## src/mrp_pkg.sv

```systemverilog
// ----------------------------------------------------------------------------
// Masked RGB PSNR package
// Shared widths, constants and the sequencer state type for the PSNR core.
// ----------------------------------------------------------------------------
package mrp_pkg;

   // Channel and accumulator widths.
   localparam int CHAN_W  = 8;
   localparam int ERR_W   = 40;
   localparam int CNT_W   = 23;
   localparam int PSNR_W  = 16;

   // Shared multiplier operand and product widths.
   localparam int MUL_W   = 32;
   localparam int PROD_W  = 2 * MUL_W;

   // Pixel count saturates at this value.
   localparam logic [CNT_W-1:0] MAX_PIXELS = 23'd4194304;

   // Three times the squared peak value, 3*255*255.
   localparam logic [17:0] PEAK_SQ_X3 = 18'd195075;

   // Logarithm format: 6 integer bits (leading-one position) and 24 fraction bits.
   localparam int FRAC_BITS = 24;
   localparam int EXP_W     = 6;
   localparam int LOG_W     = EXP_W + FRAC_BITS;
   localparam int BIT_CNT_W = 5;
   localparam logic [EXP_W-1:0] TOP_BIT = 6'd39;

   // Scale factor 2560*log10(2) in Q28, split into two 19-bit halves so that each
   // partial product fits the shared multiplier.
   localparam int K_HALF_W = 19;
   localparam logic [37:0] K_Q28 = 38'd206866237839;
   localparam logic [K_HALF_W-1:0] K_LO = K_Q28[18:0];
   localparam logic [K_HALF_W-1:0] K_HI = K_Q28[37:19];

   // Scaled sum width and rounding term: result = floor((L*K + 2^51) / 2^52).
   localparam int SUM_W   = 69;
   localparam int PART_W  = LOG_W + K_HALF_W;
   localparam int ACC_W   = 52;
   localparam int Q_LSB   = 52;
   localparam logic [ACC_W-1:0] ROUND_TERM = 52'h8_0000_0000_0000;

   // Sequencer states.
   typedef enum logic [3:0] {
      ST_IDLE,
      ST_SQUARE,
      ST_CHECK,
      ST_NUM,
      ST_LOAD,
      ST_NORM,
      ST_LOG_MUL,
      ST_LOG_UPD,
      ST_COMPARE,
      ST_SCALE_LO,
      ST_SCALE_HI,
      ST_SCALE_SUM,
      ST_EMIT
   } state_type;

endpackage

```

## src/mrp_mul.sv

```systemverilog
// ----------------------------------------------------------------------------
// Shared multiplier
// Unsigned 32 by 32 multiplier with a registered product, one result per cycle.
// ----------------------------------------------------------------------------
module mrp_mul
   import mrp_pkg::*;
(
   input  logic              clock,
   input  logic [MUL_W-1:0]  op_a,
   input  logic [MUL_W-1:0]  op_b,
   output logic [PROD_W-1:0] product
);

   logic [PROD_W-1:0] product_ff;
   logic [PROD_W-1:0] product_in;

   // The product is registered and appears in the cycle after the operands are presented.
   assign product_in = PROD_W'(op_a) * PROD_W'(op_b);

   always_ff @(posedge clock) begin
      product_ff <= product_in;
   end

   assign product = product_ff;

endmodule

```

## src/masked_rgb_psnr_core.sv

```systemverilog
// ----------------------------------------------------------------------------
// Masked RGB PSNR core
// Accumulates squared RGB differences of a pixel stream and reports the PSNR
// of each frame in Q8.8 dB, all multiplications on one shared multiplier.
// ----------------------------------------------------------------------------
// The core takes a pixel only while idle; a used pixel then holds it while its three
// channel squares go through the shared multiplier, a masked one does not. A flagged
// last pixel, once squared if used, goes straight to its result; any other last pixel
// first takes two base-2 logarithms, each a leading-one shift search and 24 squaring
// steps, then a compare and, above a unit ratio, the low, high and sum scaling steps.
// Results wait in an output register, loaded before a new pixel is taken. Reset
// (synchronous, active high) clears the frame state and mask_enable.
module masked_rgb_psnr_core
   import mrp_pkg::*;
(
   input  logic              clock,
   input  logic              reset,

   // Configuration write channel.
   input  logic              csr_valid,
   output logic              csr_ready,
   input  logic              csr_wdata,      // mask_enable

   // Pixel pair stream.
   input  logic              req_tvalid,
   output logic              req_tready,
   // first_red, first_green, first_blue, second_red, second_green, second_blue
   input  logic [47:0]       req_tdata,
   input  logic              req_tuser,      // pixel_valid
   input  logic              req_tlast,      // last_pixel

   // Result stream.
   output logic              rsp_tvalid,
   input  logic              rsp_tready,
   output logic [15:0]       rsp_tdata,      // psnr_db_q8
   output logic [1:0]        rsp_tuser       // perfect_match, no_valid_pixels
);

   state_type state_ff, state_in;

   logic                  mask_enable_ff, mask_enable_in;
   logic [CHAN_W-1:0]     diff_ff [3];
   logic [CHAN_W-1:0]     diff_in [3];
   logic                  last_ff, last_in;
   logic [1:0]            chan_ff, chan_in;
   logic [ERR_W-1:0]      error_sum_ff, error_sum_in;
   logic [CNT_W-1:0]      pixel_count_ff, pixel_count_in;
   logic                  seen_valid_ff, seen_valid_in;
   logic                  pass_ff, pass_in;
   logic [ERR_W-1:0]      x_ff, x_in;
   logic [EXP_W-1:0]      shift_ff, shift_in;
   logic [MUL_W-1:0]      m_ff, m_in;
   logic [FRAC_BITS-1:0]  frac_ff, frac_in;
   logic [BIT_CNT_W-1:0]  bit_ff, bit_in;
   logic [LOG_W-1:0]      la_ff, la_in;
   logic [LOG_W-1:0]      l_ff, l_in;
   logic [ACC_W-1:0]      acc_ff, acc_in;
   logic [PSNR_W-1:0]     res_psnr_ff, res_psnr_in;
   logic                  res_perfect_ff, res_perfect_in;
   logic                  res_none_ff, res_none_in;
   logic                  rsp_tvalid_ff, rsp_tvalid_in;
   logic [PSNR_W-1:0]     rsp_psnr_ff, rsp_psnr_in;
   logic [1:0]            rsp_flags_ff, rsp_flags_in;

   logic [MUL_W-1:0]      mul_a, mul_b;
   logic [PROD_W-1:0]     product;

   logic                  req_fire;
   logic                  emit_load;
   logic                  req_used;
   logic [CHAN_W-1:0]     cur_diff;
   logic [ERR_W:0]        err_add;
   logic [MUL_W:0]        sq_top;
   logic                  frac_bit;
   logic [FRAC_BITS-1:0]  frac_next;
   logic [EXP_W-1:0]      exp_cur;
   logic [LOG_W-1:0]      lb;
   logic [SUM_W-1:0]      scaled_sum;
   logic [PSNR_W:0]       q_raw;

   mrp_mul u_mul (
      .clock   (clock),
      .op_a    (mul_a),
      .op_b    (mul_b),
      .product (product)
   );

   // Handshakes.
   assign csr_ready  = 1'b1;
   assign req_tready = (state_ff == ST_IDLE);
   assign req_fire   = req_tvalid && req_tready;
   assign req_used   = !mask_enable_ff || req_tuser;
   assign emit_load  = (state_ff == ST_EMIT) && (!rsp_tvalid_ff || rsp_tready);

   // Helpers shared by the sequencer and the datapath.
   assign exp_cur = TOP_BIT - shift_ff;
   assign lb      = {exp_cur, frac_ff};

   always_comb begin
      unique case (chan_ff)
         2'd0:    cur_diff = diff_ff[0];
         2'd1:    cur_diff = diff_ff[1];
         2'd2:    cur_diff = diff_ff[2];
         default: cur_diff = '0;
      endcase
   end

   // Next state.
   always_comb begin
      state_in = state_ff;
      unique case (state_ff)
         ST_IDLE: begin
            if (req_fire) begin
               if (req_used) begin
                  state_in = ST_SQUARE;
               end else if (req_tlast) begin
                  state_in = ST_CHECK;
               end
            end
         end
         ST_SQUARE: begin
            if (chan_ff == 2'd3) begin
               state_in = last_ff ? ST_CHECK : ST_IDLE;
            end
         end
         ST_CHECK: begin
            if (!seen_valid_ff || (error_sum_ff == '0)) begin
               state_in = ST_EMIT;
            end else begin
               state_in = ST_NUM;
            end
         end
         ST_NUM:     state_in = ST_LOAD;
         ST_LOAD:    state_in = ST_NORM;
         ST_NORM: begin
            if (x_ff[ERR_W-1]) begin
               state_in = ST_LOG_MUL;
            end
         end
         ST_LOG_MUL: state_in = ST_LOG_UPD;
         ST_LOG_UPD: begin
            if (bit_ff == BIT_CNT_W'(FRAC_BITS - 1)) begin
               state_in = pass_ff ? ST_COMPARE : ST_LOAD;
            end else begin
               state_in = ST_LOG_MUL;
            end
         end
         ST_COMPARE: state_in = (la_ff <= lb) ? ST_EMIT : ST_SCALE_LO;
         ST_SCALE_LO:  state_in = ST_SCALE_HI;
         ST_SCALE_HI:  state_in = ST_SCALE_SUM;
         ST_SCALE_SUM: state_in = ST_EMIT;
         ST_EMIT: begin
            if (emit_load) begin
               state_in = ST_IDLE;
            end
         end
         default: state_in = ST_IDLE;
      endcase
   end

   // Datapath and outputs of the sequencer.
   always_comb begin
      mask_enable_in = mask_enable_ff;
      diff_in        = diff_ff;
      last_in        = last_ff;
      chan_in        = chan_ff;
      error_sum_in   = error_sum_ff;
      pixel_count_in = pixel_count_ff;
      seen_valid_in  = seen_valid_ff;
      pass_in        = pass_ff;
      x_in           = x_ff;
      shift_in       = shift_ff;
      m_in           = m_ff;
      frac_in        = frac_ff;
      bit_in         = bit_ff;
      la_in          = la_ff;
      l_in           = l_ff;
      acc_in         = acc_ff;
      res_psnr_in    = res_psnr_ff;
      res_perfect_in = res_perfect_ff;
      res_none_in    = res_none_ff;
      rsp_psnr_in    = rsp_psnr_ff;
      rsp_flags_in   = rsp_flags_ff;
      rsp_tvalid_in  = rsp_tvalid_ff && !rsp_tready;
      mul_a          = '0;
      mul_b          = '0;

      // Squaring step result: keep 33 bits of m*m / 2^31 and renormalize.
      sq_top    = product[PROD_W-1:MUL_W-1];
      frac_bit  = sq_top[MUL_W];
      frac_next = {frac_ff[FRAC_BITS-2:0], frac_bit};

      // Saturating error accumulation of one channel square.
      err_add = {1'b0, error_sum_ff} + (ERR_W+1)'(product[2*CHAN_W:0]);

      // Scaled logarithm ratio with rounding folded into the accumulator.
      scaled_sum = SUM_W'({product[PART_W-1:0], K_HALF_W'(0)}) + SUM_W'(acc_ff);
      q_raw      = scaled_sum[SUM_W-1:Q_LSB];

      if (csr_valid && csr_ready) begin
         mask_enable_in = csr_wdata;
      end

      unique case (state_ff)
         ST_IDLE: begin
            if (req_fire) begin
               for (int c = 0; c < 3; c++) begin
                  if (req_tdata[c*CHAN_W +: CHAN_W] >= req_tdata[(c+3)*CHAN_W +: CHAN_W]) begin
                     diff_in[c] = req_tdata[c*CHAN_W +: CHAN_W]
                                - req_tdata[(c+3)*CHAN_W +: CHAN_W];
                  end else begin
                     diff_in[c] = req_tdata[(c+3)*CHAN_W +: CHAN_W]
                                - req_tdata[c*CHAN_W +: CHAN_W];
                  end
               end
               last_in       = req_tlast;
               chan_in       = '0;
               seen_valid_in = seen_valid_ff || req_used;
               if (pixel_count_ff < MAX_PIXELS) begin
                  pixel_count_in = pixel_count_ff + 1'b1;
               end
            end
         end
         ST_SQUARE: begin
            // Issue one channel square per cycle, accumulate the one before it.
            mul_a   = MUL_W'(cur_diff);
            mul_b   = MUL_W'(cur_diff);
            chan_in = chan_ff + 1'b1;
            if (chan_ff != 2'd0) begin
               error_sum_in = err_add[ERR_W] ? '1 : err_add[ERR_W-1:0];
            end
         end
         ST_CHECK: begin
            res_psnr_in    = '0;
            res_perfect_in = 1'b0;
            res_none_in    = 1'b0;
            if (!seen_valid_ff) begin
               res_none_in = 1'b1;
            end else if (error_sum_ff == '0) begin
               res_psnr_in    = '1;
               res_perfect_in = 1'b1;
            end
            pass_in = 1'b0;
         end
         ST_NUM: begin
            mul_a = MUL_W'(PEAK_SQ_X3);
            mul_b = MUL_W'(pixel_count_ff);
         end
         ST_LOAD: begin
            // First pass takes the numerator, second pass the error sum.
            x_in     = pass_ff ? error_sum_ff : product[ERR_W-1:0];
            shift_in = '0;
         end
         ST_NORM: begin
            // Left-align the operand one bit per cycle, counting the shifts.
            if (x_ff[ERR_W-1]) begin
               m_in    = x_ff[ERR_W-1 -: MUL_W];
               frac_in = '0;
               bit_in  = '0;
            end else begin
               x_in     = {x_ff[ERR_W-2:0], 1'b0};
               shift_in = shift_ff + 1'b1;
            end
         end
         ST_LOG_MUL: begin
            mul_a = m_ff;
            mul_b = m_ff;
         end
         ST_LOG_UPD: begin
            frac_in = frac_next;
            bit_in  = bit_ff + 1'b1;
            m_in    = frac_bit ? sq_top[MUL_W:1] : sq_top[MUL_W-1:0];
            if ((bit_ff == BIT_CNT_W'(FRAC_BITS - 1)) && !pass_ff) begin
               la_in   = {exp_cur, frac_next};
               pass_in = 1'b1;
            end
         end
         ST_COMPARE: begin
            // A ratio of one or less reports zero with both flags clear.
            res_psnr_in    = '0;
            res_perfect_in = 1'b0;
            res_none_in    = 1'b0;
            l_in           = la_ff - lb;
         end
         ST_SCALE_LO: begin
            mul_a = MUL_W'(l_ff);
            mul_b = MUL_W'(K_LO);
         end
         ST_SCALE_HI: begin
            mul_a  = MUL_W'(l_ff);
            mul_b  = MUL_W'(K_HI);
            acc_in = ACC_W'(product[PART_W-1:0]) + ROUND_TERM;
         end
         ST_SCALE_SUM: begin
            res_psnr_in = q_raw[PSNR_W] ? '1 : q_raw[PSNR_W-1:0];
         end
         ST_EMIT: begin
            // Hand the result to the output register and clear the frame.
            if (emit_load) begin
               rsp_tvalid_in  = 1'b1;
               rsp_psnr_in    = res_psnr_ff;
               rsp_flags_in   = {res_none_ff, res_perfect_ff};
               error_sum_in   = '0;
               pixel_count_in = '0;
               seen_valid_in  = 1'b0;
            end
         end
         default: begin
         end
      endcase
   end

   // Register update.
   always_ff @(posedge clock) begin
      if (reset) begin
         state_ff       <= ST_IDLE;
         mask_enable_ff <= 1'b0;
         error_sum_ff   <= '0;
         pixel_count_ff <= '0;
         seen_valid_ff  <= 1'b0;
         rsp_tvalid_ff  <= 1'b0;
      end else begin
         state_ff       <= state_in;
         mask_enable_ff <= mask_enable_in;
         error_sum_ff   <= error_sum_in;
         pixel_count_ff <= pixel_count_in;
         seen_valid_ff  <= seen_valid_in;
         rsp_tvalid_ff  <= rsp_tvalid_in;
      end
      diff_ff        <= diff_in;
      last_ff        <= last_in;
      chan_ff        <= chan_in;
      pass_ff        <= pass_in;
      x_ff           <= x_in;
      shift_ff       <= shift_in;
      m_ff           <= m_in;
      frac_ff        <= frac_in;
      bit_ff         <= bit_in;
      la_ff          <= la_in;
      l_ff           <= l_in;
      acc_ff         <= acc_in;
      res_psnr_ff    <= res_psnr_in;
      res_perfect_ff <= res_perfect_in;
      res_none_ff    <= res_none_in;
      rsp_psnr_ff    <= rsp_psnr_in;
      rsp_flags_ff   <= rsp_flags_in;
   end

   assign rsp_tvalid = rsp_tvalid_ff;
   assign rsp_tdata  = rsp_psnr_ff;
   assign rsp_tuser  = rsp_flags_ff;

endmodule

```

## config.mk

```make
export PLATFORM = sky130hd
export DESIGN_NAME = masked_rgb_psnr_core
export DESIGN_NICKNAME = d
export VERILOG_FILES = /design/src/mrp_pkg.sv /design/src/mrp_mul.sv /design/src/masked_rgb_psnr_core.sv
export SDC_FILE = /design/constraint.sdc
export NUM_CORES = 2
export LEC_CHECK = 0
export BUFFER_PORTS_ARGS = -buffer_cell sky130_fd_sc_hd__buf_2
export CAP_MARGIN = 20
export CORE_MARGIN = 2
export CORE_UTILIZATION = 65
export CTS_BUF_LIST = sky130_fd_sc_hd__clkbuf_4
export DETAILED_ROUTE_END_ITERATION = 8
export GPL_ROUTABILITY_DRIVEN = 0
export PLACE_DENSITY = 0.79
export RECOVER_POWER = 100
export SYNTH_ARGS = -nofsm -noshare
export SYNTH_HDL_FRONTEND = slang
export SYNTH_SLANG_ARGS = --single-unit
export TNS_END_PERCENT = 1
```

## constraint.sdc

```tcl
create_clock -name clock -period 10.4 [get_ports clock]
set_input_delay 1.56 -clock clock [delete_from_list [all_inputs] [get_ports clock]]
set_output_delay 1.56 -clock clock [all_outputs]
set_load 0.01 [all_outputs]
```

### Yosys cells after proc, flatten, opt, wreduce, memory -nomap -nowiden

Index checks and enable logic that the tools add are counted.

| storage, ports and cells | value |
|---|---|
| input port bits | 56 |
| register bits after elaboration | 417 |
| output and inout port bits | 21 |

| operators by class | value |
|---|---|
| eq/ne operators | 25 |
| order comparisons | 5 |
| multiplexer cells | 56 |
| add/sub/neg operators | 15 |
| reduce and logical (&&, ||, !) cells | 37 |
| $mul | 1 |

Operator list:

| cell | count |
|---|---|
| two-way mux 40 bit | 5 |
| case mux 32 bit (5 select lines) | 1 |
| case mux 40 bit (2 select lines) | 2 |
| case mux 32 bit (4 select lines) | 1 |
| adder 68 x 52 -> 69 bit | 1 |
| two-way mux 23 bit | 3 |
| multiplier 32 x 32 -> 64 bit | 1 |
| two-way mux 32 bit | 2 |
| case mux 32 bit (2 select lines) | 1 |
| adder 49 x 52 -> 52 bit (second input constant) | 1 |
| case mux 4 bit (13 select lines) | 1 |
| two-way mux 16 bit | 3 |
| case mux 16 bit (3 select lines) | 1 |
| case mux 24 bit (2 select lines) | 1 |
| subtractor 8 bit | 6 |
| case mux 23 bit (2 select lines) | 1 |
| adder 40 x 17 -> 41 bit | 1 |
| logical NOT 40 bit | 1 |
| two-way mux 4 bit | 9 |
| <= comparator 30 bit | 1 |
| subtractor 30 bit | 1 |
| greater-or-equal comparator 8 bit | 3 |
| two-way mux 24 bit | 1 |
| two-way mux 8 bit | 3 |
| other kinds (38) | 88 |

### Logic depth before layout (Yosys ltp)

| depth | value |
|---|---|
| depth in word-level cells | 5 |
| depth in mapped cells | 39 |
| mapped depth without buffers | 34 |

### Cells and area by module

From an unflattened synthesis, not the netlist that was laid out.

| unflattened totals | value |
|---|---|
| cell total of the unflattened synthesis | 5729 |
| area total of the unflattened synthesis | 54705.0 um2 |

Modules (own cells, without submodules):

| module | area an instance (um2) | instances | cells an instance |
|---|---|---|---|
| mrp_mul | 34834.7 | 1 | 3783 |
| masked_rgb_psnr_core | 19870.3 | 1 | 1946 |

### Worst setup path before layout

OpenSTA, ideal clock, no wires.

| timing | value |
|---|---|
| path type | reg-to-reg |
| start | register state_ff[3] |
| end | register u_mul.product_ff[61], in the netlist u_mul.product[61] |
| stages on the path, launching flop included | 30 |
| library setup time | 0.072 ns |
| setup slack | 1.174 ns |
| data arrival time | 9.155 ns |
| buffers on the path | 3 |
| required time | 10.328 ns |
| period minus slack after synthesis | 9.226 ns |
| path through | dfxtp_1 -> clkbuf_1 -> nand2b_1 -> nor2_1 -> a221o_1 -> clkbuf_1 -> nand2_1 -> fa_1 -> inv_1 -> fa_1 -> fa_1 -> fa_1 -> fa_1 -> fa_1 -> fa_1 -> inv_1 -> fa_1 -> inv_1 -> ha_1 -> clkbuf_1 -> a21oi_1 -> o21ai_0 -> a21oi_1 -> o21a_1 -> a21bo_2 -> o21ai_2 -> o311ai_4 -> o211ai_4 -> o311ai_4 -> xor2_1 |

| on the way | value |
|---|---|
| cells in the longest elaborated chain, start to end | 4 |
| elaborated cells on any way between the ends | 9 |
| classes of those cells | mul (1); eq/ne (5); mux (2); reduce/logical (1) |

RTL lines:

| item | line | text |
|---|---|---|
| from (decl) | masked_rgb_psnr_core.sv:39 | `state_type state_ff, state_in;` |
| from (signal assigned) | masked_rgb_psnr_core.sv:323 | `state_ff <= state_in;` |
| equality test 4 bit | masked_rgb_psnr_core.sv:204 | `unique case (state_ff)` |
| OR reduction 2 bit (no line) | - |  |
| case mux 32 bit (4 select lines) | masked_rgb_psnr_core.sv:204 |  |
| multiplier 32 x 32 -> 64 bit (*) | mrp_mul.sv:18 | `assign product_in = PROD_W'(op_a) * PROD_W'(op_b);` |
| net u_mul.product_in[61] | mrp_mul.sv:15 | `logic [PROD_W-1:0] product_in;` |
| to (signal assigned) | mrp_mul.sv:21 | `product_ff <= product_in;` |
| to (decl) | mrp_mul.sv:14 | `logic [PROD_W-1:0] product_ff;` |

The timed path passes the listed nets; every way through them passes the cells marked *.
A chain may end at the register's enable or synchronous reset.

### Final worst setup path

| timing | value |
|---|---|
| start | register chan_ff[0] |
| end | register u_mul.product_ff[59], in the netlist u_mul.product[59] |

| on the way | value |
|---|---|
| cells in the longest elaborated chain, start to end | 4 |
| elaborated cells on any way between the ends | 7 |
| classes of those cells | mul (1); eq/ne (2); mux (3); reduce/logical (1) |

RTL lines:

| item | line | text |
|---|---|---|
| from (decl) | masked_rgb_psnr_core.sv:45 | `logic [1:0] chan_ff, chan_in;` |
| from (signal assigned) | masked_rgb_psnr_core.sv:332 | `chan_ff <= chan_in;` |
| equality test 2 bit (tied with other cells) | masked_rgb_psnr_core.sv:100 | `unique case (chan_ff)` |
| case mux 8 bit (3 select lines) (*) | masked_rgb_psnr_core.sv:100 |  |
| case mux 32 bit (5 select lines) or case mux 32 bit (4 select lines) (tied branches) | masked_rgb_psnr_core.sv:204 |  |
| multiplier 32 x 32 -> 64 bit (*) | mrp_mul.sv:18 |  |
| net u_mul.product_in[59] | mrp_mul.sv:15 |  |

Marks and branches as above.

==> impl_metrics.tcl <==
set metrics [dict create \
    slowest_delay_ns 0.74 \
    cp.required_ns 11.06 \
    min_path_type "register to register" \
    wl_um 165000 \
    whs_path_depth 0 \
    tightestPinTransition_ns 3.37 \
    htree_levels 3 \
    ys.flop_type "edfxtp_1" \
    crit_path_start_kind "register" \
    avgSynthCellArea_um2 9.30 \
    antenna_found_initial 5 \
    worstPathMaxFanout 11 \
    power.leakage_nw 27.0 \
    layout_commonest_cell "inv_1" \
    cts_tree "done" \
    grt_max_degree 77 \
    cp-end-kind "register" \
    synthCells 5674 \
    core_um2 80400 \
    vias 42824 \
    drive_above_1_share_pct 6.76 \
    critical_path_class "register to register" \
    clock_latency_ns 0.83 \
    n_fill_cell 6124 \
    cp_data_arrival_time_ns 10.89 \
    r2r_slack_ns 0.17 \
    finalCritPeriodShare_pct 98.4 \
    fin_crit_ns 10.23 \
    failed_checks "capacitance limit, slew limit" \
    async_flop_share_pct 0 \
    synthToLayoutAreaGrowth_pct 6.10 \
    rr_endpoint "u_mul.product[59]$_DFF_P_" \
    syn-num-nets 7027 \
    timing.fmax_ghz 0.0978 \
    r2r_start "chan_ff[0]$_SDFFCE_PP0P_" \
    yosysWarnings 0 \
    critPathSlowestCell "nor2_1" \
    die_h_um 289 \
    synth_area_um2 52700 \
    placedCellCount 6717 \
    setup_tns_ns 0 \
    initial_core_util_pct 65.6 \
    hpwl_um 130000 \
    gr-total-overflow 0 \
    path_common_cell "fa_1" \
    grt_pass1_wl_um 253000 \
    hold_start "u_mul.product[19]$_DFF_P_" \
    cts.clk_slew.worst_paths_ns 0.07 \
    drt_iter0_drc 5208 \
    numCtsBuffers 93 \
    track_usage_pct 40.5 \
    cts_root_buffer "clkbuf_4" \
    layout_common_cells "inv_1 (1084), fa_1 (904), nand2_1 (740)" \
    critPathLaunch "chan_ff[0]$_SDFFCE_PP0P_" \
    drcViolationCount 0 \
    post_drt_wl_per_cell_um 24.0 \
    grt_pass1_vias 44243 \
    finalClockSkew_ns 0.0971 \
    holdWs_ns 0.411 \
    slew-limit-headroom_pct -124 \
    hold_end "acc_ff[19]$_DFFE_PN_" \
    hold_violations 0 \
    io_pins 77 \
    avgViaCountPerCell 6.21 \
    instances_no_fill 6892 \
    maxCapViolations 11 \
    die_w_um 289 \
    maxSlewViolCount 417 \
    portBuffers 75 \
    yosysUniqueCellTypes 86 \
    clock_path_buffers 3 \
    num_rows 104 \
    worstRegToRegCells 29 \
    setup_viol 0 \
    powerDensity_nw_per_um2 85.5 \
    synth_edf_count 261 \
    fin_nets 7109 \
    ant_nets 0 \
    die-area_um2 83400 \
    ir_drop_v 0.000121 \
    ys_seq_area_share_pct 19.9 \
    firstDrtPassIters 8 \
    ys_seq_elements 395 \
    status "finished, violations left" \
    cts.sinks 395 \
]
[Yosys cell counts (42+ instances only)]
library cell / number / share of area, %
inv_1: 1084 / 7.7
fa_1: 904 / 34
nand2_1: 740 / 5.3
nor2_1: 574 / 4.1
ha_1: 393 / 9.3
edfxtp_1: 261 / 15
clkbuf_1: 217 / 1.5
a21oi_1: 191 / 1.8
o21ai_0: 185 / 1.8
dfxtp_1: 134 / 5.1
mux2i_1: 89 / 1.7
xnor2_1: 84 / 1.4
a21o_1: 74 / 1.1
xor2_1: 67 / 1.1
nand3_1: 65 / 0.62
nor3_1: 44 / 0.42
nand3b_1: 42 / 0.60
[routing by layer]
metal | part of all wire, % | GRT usage [%]
met5 | 0.073 | 0.795
met1 | 34 | 50.7
met2 | 43 | 61.6
met4 | 8.1 | 24.7
met3 | 14 | 13.2
[report_power, final]
group / switching, W / total [W] / leakage (nW) / internal, W
clock network: 0.000642 / 0.00131 / 0.740 / 0.000672
registers: 0.000119 / 0.00195 / 3.34 / 0.00183
logic: 0.00107 / 0.00152 / 22.9 / 0.000449
[worst max-delay path by stage]
stage,slack [ns],end,cells after the start
6_report,0.17,u_mul.product[59]$_DFF_P_,29
4_1_cts,0.50,u_mul.product[56]$_DFF_P_,30
5_1_grt,-0.009,u_mul.product[56]$_DFF_P_,30
2_1_floorplan,1.17,u_mul.product[61]$_DFF_P_,29
3_3_place_gp,0.73,u_mul.product[59]$_DFF_P_,28
3_5_place_dp,0.62,u_mul.product[56]$_DFF_P_,30
[kinds of logic after synthesis]
group,Yosys count,share of synthesized area [%]
DFF,395,19.9
AOI/OAI and AO/OA,714,8.86
and+or+nand+nor,1682,13.7
adders and majority gates,1297,43.6
muxes,94,1.80
buffers and inverters,1340,9.57
xor gates and xnor gates,151,2.51
other,1,0.00711
[per-stage QoR]
step / utilization, % / area [µm²] / setup WS (ns) / total power (W)
floorplan: - / 52700 / 1.17 / 0.00279
global route: 69.6 / 56000 / -0.00894 / 0.00495
global placement: 68.2 / 54900 / 0.734 / 0.00339
CTS: 69.8 / 56100 / 0.501 / 0.00473
finish: 69.6 / 56000 / 0.171 / 0.00478
detailed placement: 68.2 / 54900 / 0.625 / 0.00342
[layout make-up]
class,count,area (µm²),area share (%)
Antenna cell,4,10.0,0.0179
Multi-Input combinational cell,3939,37200,66.5
Clock inverter,26,176,0.315
Sequential cell,395,10500,18.8
Timing Repair Buffer,235,1540,2.75
Tap cell,1060,1330,2.37
Inverter,1092,4100,7.32
Clock buffer,141,1060,1.89
[worst max-delay path, delay by kind of cell (launching register included)]
| kind | cells | cell delay [ns] |
|---|---|---|
| compound gates | 7 | 2.52 |
| buf+inv | 7 | 0.73 |
| simple gates | 5 | 1.66 |
| fa+ha+maj | 10 | 4.75 |
| flops | 1 | 0.41 |
[flip-flops by register name (all words and copies together), names as in the netlist, 2 cells and up]
signal          count
acc_ff             30
chan_ff             2
frac_ff            24
error_sum_ff       40
m_ff               32
la_ff              30
bit_ff              5
diff_ff            24
rsp_tuser           2
rsp_tdata          16
pixel_count_ff     23
u_mul.product      64
x_ff               40
shift_ff            6
state_ff            4
l_ff               30
res_psnr_ff        16
[repair_timing]
action | CTS | global route
endpoints found under the setup margin | 0 | 6
hold buffers | 0 | 0
setup buffers | 0 | 0
gates resized for setup | 0 | 1
(Power assumes the default switching activity.)
